[src/rtl/core/ttcw_pkg.sv]
package ttcw_pkg;

	localparam int CELL_W = 16;
	localparam logic [7:0] CR_CODE = 8'd13;
	localparam logic [CELL_W-1:0] RESET_CELL = 16'h2020;

	localparam logic [7:0] RST_COLUMNS = 8'd80;
	localparam logic [6:0] RST_ROWS = 7'd25;
	localparam logic [7:0] RST_NEWLINE = 8'd10;
	localparam logic [7:0] RST_DELETE = 8'd127;
	localparam logic [7:0] RST_BLANK = 8'd32;

	typedef enum logic [2:0] {
		CFG_COLUMNS = 3'd0,
		CFG_ROWS = 3'd1,
		CFG_NEWLINE = 3'd2,
		CFG_DELETE = 3'd3,
		CFG_BLANK = 3'd4
	} cfg_idx_t;

	typedef enum logic [2:0] {
		OP_PUT_CHAR = 3'd0,
		OP_PUT_AT = 3'd1,
		OP_MOVE = 3'd2,
		OP_CLEAR = 3'd3,
		OP_SET_COLOR = 3'd4,
		OP_READ = 3'd5
	} op_t;

	typedef enum logic [2:0] {
		ST_INIT,
		ST_IDLE,
		ST_EXEC,
		ST_READ,
		ST_SCROLL,
		ST_CLEAR,
		ST_FIN
	} state_t;

	typedef struct packed {
		logic [7:0] newline_code;
		logic [7:0] delete_code;
		logic [7:0] blank_code;
	} codes_t;

	typedef struct packed {
		logic [7:0] color_in;
		logic [6:0] pos_y;
		logic [7:0] pos_x;
		logic [7:0] ch;
		op_t op;
	} in_word_t;

	typedef struct packed {
		logic did_scroll;
		logic [7:0] cell_color;
		logic [7:0] cell_char;
		logic [5:0] cursor_row;
		logic [6:0] cursor_col;
	} out_word_t;

endpackage

[src/rtl/core/ttcw_ctrl.sv]
module ttcw_ctrl
	import ttcw_pkg::*;
#(
	parameter int MAX_COLS = 128,
	parameter int MAX_ROWS = 64,
	parameter int CNTW = 8,
	parameter int HW = 7,
	parameter int AW = 13
) (
	input logic clk,
	input logic arst_n,
	input logic [CNTW-1:0] act_w,
	input logic [HW-1:0] act_h,
	input codes_t codes,
	input logic in_valid,
	output logic in_ready,
	input in_word_t in_word,
	input logic out_free,
	output logic fin_valid,
	output out_word_t fin_word,
	output logic mem_we,
	output logic [AW-1:0] mem_waddr,
	output logic [CELL_W-1:0] mem_wdata,
	output logic mem_re,
	output logic [AW-1:0] mem_raddr,
	input logic [CELL_W-1:0] mem_rdata
);

	localparam int XW = $clog2(MAX_COLS);
	localparam int YW = $clog2(MAX_ROWS);
	localparam int STORE = MAX_COLS * MAX_ROWS;

	state_t state_q, state_d;
	logic [AW-1:0] j_q;
	op_t op_q;
	logic [7:0] ch_q;
	logic [7:0] color_in_q;
	logic [XW-1:0] px_q;
	logic [YW-1:0] py_q;
	logic [XW-1:0] cur_x_q;
	logic [YW-1:0] cur_y_q;
	logic [7:0] color_q;
	logic scrolled_q;
	logic [AW-1:0] area_m1_q;
	logic [AW-1:0] last_q;
	logic wr_s1;
	logic [AW-1:0] waddr_s1;
	logic blank_s1;

	logic [XW-1:0] w_m1;
	logic [YW-1:0] h_m1;
	logic [XW-1:0] in_px, clamp_x, bs_x, tx, nx_x;
	logic [YW-1:0] in_py, clamp_y, bs_y, ty, nx_y;
	logic [AW-1:0] cell_addr;
	logic [CNTW-1:0] inc_x;
	logic is_del, is_cr, wrap, row_ok, scroll_now;
	logic [CELL_W-1:0] blank_cell;

	assign w_m1 = XW'(act_w - CNTW'(1));
	assign h_m1 = YW'(act_h - HW'(1));
	assign blank_cell = {codes.blank_code, codes.blank_code};

	// coordinate saturation, negative means last
	always_comb begin
		if (in_word.pos_x[7] || (9'(in_word.pos_x) >= 9'(act_w))) begin
			in_px = w_m1;
		end else begin
			in_px = XW'(in_word.pos_x);
		end
		if (in_word.pos_y[6] || (8'(in_word.pos_y) >= 8'(act_h))) begin
			in_py = h_m1;
		end else begin
			in_py = YW'(in_word.pos_y);
		end
		clamp_x = (CNTW'(cur_x_q) >= act_w) ? w_m1 : cur_x_q;
		clamp_y = (HW'(cur_y_q) >= act_h) ? h_m1 : cur_y_q;
	end

	always_comb begin
		is_del = (ch_q == codes.delete_code);
		is_cr = (ch_q == CR_CODE);
		if (cur_x_q != '0) begin
			bs_x = cur_x_q - XW'(1);
			bs_y = cur_y_q;
		end else if (cur_y_q != '0) begin
			bs_x = w_m1;
			bs_y = cur_y_q - YW'(1);
		end else begin
			bs_x = '0;
			bs_y = '0;
		end
		if (op_q == OP_PUT_CHAR) begin
			tx = is_del ? bs_x : cur_x_q;
			ty = is_del ? bs_y : cur_y_q;
		end else begin
			tx = px_q;
			ty = py_q;
		end
		cell_addr = AW'(ty) * AW'(act_w) + AW'(tx);
		inc_x = CNTW'(cur_x_q) + CNTW'(1);
		wrap = (inc_x == act_w) || (ch_q == codes.newline_code);
		row_ok = (HW'(cur_y_q) + HW'(1)) < act_h;
	end

	assign in_ready = (state_q == ST_IDLE);

	always_comb begin
		state_d = state_q;
		mem_we = 1'b0;
		mem_waddr = '0;
		mem_wdata = '0;
		mem_re = 1'b0;
		mem_raddr = '0;
		fin_valid = 1'b0;
		fin_word.cursor_col = 7'(cur_x_q);
		fin_word.cursor_row = 6'(cur_y_q);
		fin_word.cell_char = '0;
		fin_word.cell_color = '0;
		fin_word.did_scroll = scrolled_q;
		nx_x = cur_x_q;
		nx_y = cur_y_q;
		scroll_now = 1'b0;
		unique case (state_q)
			ST_INIT: begin
				mem_we = 1'b1;
				mem_waddr = j_q;
				mem_wdata = RESET_CELL;
				if (j_q == AW'(STORE - 1)) begin
					state_d = ST_IDLE;
				end
			end
			ST_IDLE: begin
				if (in_valid) begin
					state_d = ST_EXEC;
				end
			end
			ST_EXEC: begin
				case (op_q)
					OP_PUT_CHAR: begin
						if (is_del) begin
							mem_we = 1'b1;
							mem_waddr = cell_addr;
							mem_wdata = blank_cell;
							nx_x = bs_x;
							nx_y = bs_y;
						end else if (is_cr) begin
							nx_x = '0;
						end else begin
							mem_we = 1'b1;
							mem_waddr = cell_addr;
							mem_wdata = {color_q, ch_q};
							if (wrap) begin
								nx_x = '0;
								if (row_ok) begin
									nx_y = cur_y_q + YW'(1);
								end else begin
									scroll_now = 1'b1;
								end
							end else begin
								nx_x = XW'(inc_x);
							end
						end
					end
					OP_PUT_AT: begin
						mem_we = 1'b1;
						mem_waddr = cell_addr;
						mem_wdata = {color_in_q, ch_q};
					end
					OP_MOVE: begin
						nx_x = px_q;
						nx_y = py_q;
					end
					OP_CLEAR: begin
						nx_x = '0;
						nx_y = '0;
					end
					OP_READ: begin
						mem_re = 1'b1;
						mem_raddr = cell_addr;
					end
					default: begin
					end
				endcase
				if (scroll_now) begin
					state_d = ST_SCROLL;
				end else if (op_q == OP_CLEAR) begin
					state_d = ST_CLEAR;
				end else if (op_q == OP_READ) begin
					state_d = ST_READ;
				end else begin
					fin_valid = 1'b1;
					fin_word.cursor_col = 7'(nx_x);
					fin_word.cursor_row = 6'(nx_y);
					fin_word.did_scroll = 1'b0;
					state_d = out_free ? ST_IDLE : ST_FIN;
				end
			end
			ST_READ: begin
				fin_valid = 1'b1;
				fin_word.cell_char = mem_rdata[7:0];
				fin_word.cell_color = mem_rdata[15:8];
				if (out_free) begin
					state_d = ST_IDLE;
				end
			end
			ST_SCROLL: begin
				mem_re = 1'b1;
				mem_raddr = AW'((AW + 1)'(j_q) + (AW + 1)'(act_w));
				if (j_q == area_m1_q) begin
					state_d = ST_FIN;
				end
			end
			ST_CLEAR: begin
				mem_we = 1'b1;
				mem_waddr = j_q;
				mem_wdata = {ch_q, ch_q};
				if (j_q == area_m1_q) begin
					state_d = ST_FIN;
				end
			end
			ST_FIN: begin
				fin_valid = 1'b1;
				if (out_free) begin
					state_d = ST_IDLE;
				end
			end
			default: begin
				state_d = ST_IDLE;
			end
		endcase
		// delayed write of the row move
		if (wr_s1) begin
			mem_we = 1'b1;
			mem_waddr = waddr_s1;
			mem_wdata = blank_s1 ? blank_cell : mem_rdata;
		end
	end

	always_ff @(posedge clk or negedge arst_n) begin
		if (!arst_n) begin
			state_q <= ST_INIT;
		end else begin
			state_q <= state_d;
		end
	end

	always_ff @(posedge clk or negedge arst_n) begin
		if (!arst_n) begin
			j_q <= '0;
			cur_x_q <= '0;
			cur_y_q <= '0;
			color_q <= '0;
			scrolled_q <= 1'b0;
			wr_s1 <= 1'b0;
		end else begin
			wr_s1 <= (state_q == ST_SCROLL);
			if (state_q == ST_INIT || state_q == ST_SCROLL || state_q == ST_CLEAR) begin
				j_q <= j_q + AW'(1);
			end
			if (state_q == ST_IDLE && in_valid) begin
				cur_x_q <= clamp_x;
				cur_y_q <= clamp_y;
			end
			if (state_q == ST_EXEC) begin
				j_q <= '0;
				cur_x_q <= nx_x;
				cur_y_q <= nx_y;
				scrolled_q <= scroll_now;
				if (op_q == OP_SET_COLOR) begin
					color_q <= color_in_q;
				end
			end
		end
	end

	always_ff @(posedge clk) begin
		if (state_q == ST_IDLE && in_valid) begin
			op_q <= in_word.op;
			ch_q <= in_word.ch;
			color_in_q <= in_word.color_in;
			px_q <= in_px;
			py_q <= in_py;
		end
		waddr_s1 <= j_q;
		blank_s1 <= (j_q >= last_q);
		area_m1_q <= AW'((AW + 1)'(act_h) * (AW + 1)'(act_w) - (AW + 1)'(1));
		last_q <= AW'((AW + 1)'(act_h - HW'(1)) * (AW + 1)'(act_w));
	end

endmodule

[config.mk]
export PLATFORM = sky130hd
export DESIGN_NAME = ttcw_ctrl
export DESIGN_NICKNAME = d
export VERILOG_FILES = /design/src/rtl/core/ttcw_pkg.sv /design/src/rtl/core/ttcw_ctrl.sv
export SDC_FILE = /design/constraint.sdc
export NUM_CORES = 1
export LEC_CHECK = 0
export BUFFER_PORTS_ARGS = -buffer_cell sky130_fd_sc_hd__buf_2
export CAP_MARGIN = 0
export CORE_UTILIZATION = 55
export DETAILED_ROUTE_END_ITERATION = 6
export PLACE_DENSITY = 0.79
export SLEW_MARGIN = 20
export SYNTH_ARGS = -nofsm -noshare
export SYNTH_HDL_FRONTEND = slang
export SYNTH_SLANG_ARGS = --single-unit
[constraint.sdc]
create_clock -name clk -period 9.6 [get_ports clk]
set_input_delay 2.4 -clock clk [delete_from_list [all_inputs] [get_ports clk]]
set_output_delay 2.4 -clock clk [all_outputs]
set_load 0.05 [all_outputs]
==> flow_metrics.py <==
metrics = {
    "run_status": {
        "status": "finished with violations",
        "failed_checks": "negative setup slack",
    },
    "logic_synthesis": {
        "yosysSeqAreaShare_pct": 19.9,
        "synth_nets": 2010,
        "ys_warn_count": 0,
        "synth_top_area_share_pct": 14.4,
        "yosysUniqueCellTypes": 69,
        "synth-seq-cells": 111,
        "synth_enable_flop_cells": 32,
        "yosysTopAreaCell": "fa_1",
        "syn_area_mm2": 0.0137,
        "synth_area_leaders": "fa_1 (14%), ha_1 (14%), dfrtp_1 (7.1%)",
        "synth_flop_cell": "dfxtp_1",
        "synthArstFlopShare_pct": 35.1,
        "synth_cells": 1669,
        "avgSynthCellArea_um2": 8.22,
    },
    "clock_network": {
        "htreeDepth": 3,
        "insertion_delay_ns": 0.37,
        "cts_buffer_depth": 2,
        "clock_sinks": 111,
        "clkTransAtPathRegs_ns": 0.08,
        "cts_root_buf": "clkbuf_16",
        "cts_tree": "yes",
        "hold_buffers": 0,
        "numCtsBuffers": 9,
    },
    "final_layout": {
        "syn_to_final_growth_pct": 18.9,
        "drive_gt1_share_pct": 21.4,
        "instances_no_fill": 2188,
        "nFillCells": 2021,
        "antenna_cells": 0,
        "nNetsFinal": 2200,
    },
    "route": {
        "viasPerCell": 5.93,
        "wl_per_cell_um": 19.2,
        "drtIter0Drc": 1264,
        "post-route-drc-count": 0,
        "drt-total-wl_um": 42100,
        "drtAntennaViolNets": 0,
        "via_count": 13000,
        "firstDrtPassIters": 6,
    },
    "global_route": {
        "grt_pass1_vias": 12900,
        "grt_max_degree": 40,
        "grt_first_pass_wirelength_um": 66900,
        "grtUsageTotal_pct": 33.1,
        "antenna_found_initial": 0,
        "grt_remaining_overflow": 0,
    },
    "sta": {
        "final_max_slew_viol_count": 0,
        "maxSlewHeadroom_pct": 28.2,
        "tightest_slew_ns": 1.08,
        "fin_hold_ws_ns": 0.506,
        "max_freq_mhz": 102,
        "hold_viol": 0,
        "setup_viol": 9,
        "worst_slack_ns": -0.203,
        "min_period_over_period_pct": 102,
        "skew_ns": 0.0121,
        "rsz0062_at_grt": "yes",
        "min_period_ns": 9.80,
    },
    "setup_path": {
        "rr_startpoint": "cur_y_q[0]",
        "critical_path_class": "in -> out",
        "cp-end-kind": "primary output",
        "r2r-end": "cur_y_q[5]",
        "startpoint_type": "input port",
        "r2r_cells": 11,
        "r2r_slack_ns": 5.70,
        "required_ns": 7.20,
        "startpoint": "codes[10]",
        "arrival_ns": 7.40,
        "path_max_fanout": 6,
    },
    "floorplan": {
        "die_h_um": 160,
        "io_pins": 169,
        "num_rows": 57,
        "start_util_pct": 56.3,
        "coreArea_mm2": 0.0244,
        "dieArea_mm2": 0.0256,
        "fp.dieW_um": 160,
    },
    "placement": {
        "finalWeightedCongestion": 0.975,
        "dpl.hpwl_um": 32400,
        "dp.cells": 2161,
        "portBuffers": 168,
    },
    "min_path": {
        "holdPathStages": 2,
        "hold_class": "reg -> reg",
        "min-delay-start": "scrolled_q",
        "whs_endpoint": "scrolled_q",
    },
    "pwr": {
        "power_density_mw_per_mm2": 325,
        "power.leakage_nw": 7.93,
        "peakVddDrop_uv": 282,
    },
    "flow_run": {
        "drv_cap": 0,
    },
}
registers in the layout, indices dropped and copies added, names as in the netlist:
signal and count:
op_q 3, color_in_q 8, cur_y_q 6, cur_x_q 7, waddr_s1 13, area_m1_q 13
px_q 7, last_q 13, state_q 3, py_q 6, scrolled_q 1, ch_q 8
j_q 13, wr_s1 1, color_q 8, blank_s1 1
power breakdown:
group / leakage (nW) / switching (W) / internal [W] / total, W
registers: 1.14 / 0.000198 / 0.000638 / 0.000836
logic: 6.66 / 0.00231 / 0.00179 / 0.00409
clock network: 0.132 / 0.000194 / 0.000177 / 0.000371
total: 7.93 / 0.00270 / 0.00260 / 0.00530
timing repair:
item / 4_1_cts / 5_1_grt
cloned: 0 / 0
resized for setup: 73 / 43
setup endpoints to repair: 16 / 17
buffers inserted: 10 / 4
pin swaps: 39 / 26
cells in the mapped netlist (all sizes together), types with 5 or more instances:
library cell  number
inv              201
nor2             160
nand2            150
ha               149
o21ai            107
fa                99
a21oi             82
xnor2             79
clkbuf            75
dfxtp             40
nor3              40
xor2              40
dfrtp             39
nand3             35
edfxtp            32
and2              31
a21o              27
nand2b            22
mux2              21
nor2b             19
mux2i             18
a22oi             15
nand4             13
and3              12
buf               12
o21a              12
a31oi             11
nor4              10
o22ai             10
o211ai             9
a22o               8
or2                8
a211o              7
a211oi             7
or3                7
a222oi             5
o21bai             5
or4                5
layer usage:
layer | global-route usage (%) | up-vias | part of all wire, % | routed length [µm]
li1 | - | 5999 | - | -
met1 | 44.3 | 6197 | 42 | 17600
met2 | 53.6 | 680 | 45 | 19100
met3 | 5.06 | 98 | 9.3 | 3920
met4 | 13.2 | 0 | 3.4 | 1450
met5 | 0 | - | 0 | 0
critical path, cell delays in order:
cell	delay (ns)
buf_6	0.10
xnor2_2	0.12
nand4_1	0.20
or2_4	0.34
buf_6	0.13
o41ai_4	0.34
buf_4	0.19
nor2_4	0.04
nor2_2	0.09
fa_1	0.44
inv_2	0.07
fa_1	0.40
fa_1	0.48
fa_2	0.55
inv_2	0.05
ha_4	0.16
nor3_2	0.14
o21a_1	0.19
nor3_4	0.05
nand4_1	0.14
nand3b_1	0.15
xnor2_2	0.19
buf_4	0.15
o21ai_4	0.11
buf_6	0.17
through the flow:
step / TNS [ns] / worst slack [ns] / instance area (µm²) / power (W) / util, %
6_report: -1.16 / -0.203 / 16300 / 0.00530 / 66.9
3_3_place_gp: -2.52 / -0.339 / 15500 / 0.00425 / 63.5
4_1_cts: -0.615 / -0.130 / 16100 / 0.00507 / 66.1
2_1_floorplan: -0.0113 / -0.0113 / 13900 / 0.00321 / -
5_1_grt: -3.24 / -0.377 / 16300 / 0.00571 / 66.9
3_5_place_dp: -4.27 / -0.482 / 15500 / 0.00433 / 63.5
final cells by class:
type	count	area, µm²	share of cell area [%]
inverters	203	762	4.67
clock inverters	7	46.3	0.284
repair buffers	266	1700	10.4
flip-flops and latches	111	2740	16.8
clock buffers	9	225	1.38
well taps	324	405	2.48
multi-input cells	1268	10400	64.0
cells in the final DEF (no fill, tap or decap), drive strengths merged, types with 40 or more instances in the layout:
cell   netlist  final
buf         12    266
nor2       160    160
nand2      150    150
fa          99     99
xor2        40     40
o21ai      107    107
inv        201    204
dfxtp       40     40
a21oi       82     82
xnor2       79     79
ha         149    149
nor3        40     40
cell families after synthesis:
logic type	after synthesis	share of synthesized area (%)
AO/OA/AOI/OAI	340	15.7
buffers and inverters	290	7.98
adder cells (fa/ha/maj)	248	28.0
multiplexers	39	3.04
XOR/XNOR	120	7.76
flip-flops	111	19.9
AND/OR/NAND/NOR	521	17.6
how the worst max path moves through the flow:
stage / to / slack (ns) / cells past startpoint
floorplan: mem_raddr[11] / -0.01 / 24
global placement: mem_raddr[12] / -0.34 / 24
detailed placement: mem_raddr[12] / -0.48 / 24
CTS: mem_raddr[12] / -0.13 / 22
global route: mem_raddr[12] / -0.38 / 23
finish: mem_waddr[10] / -0.20 / 25
Power figures use the tool's default switching activity.
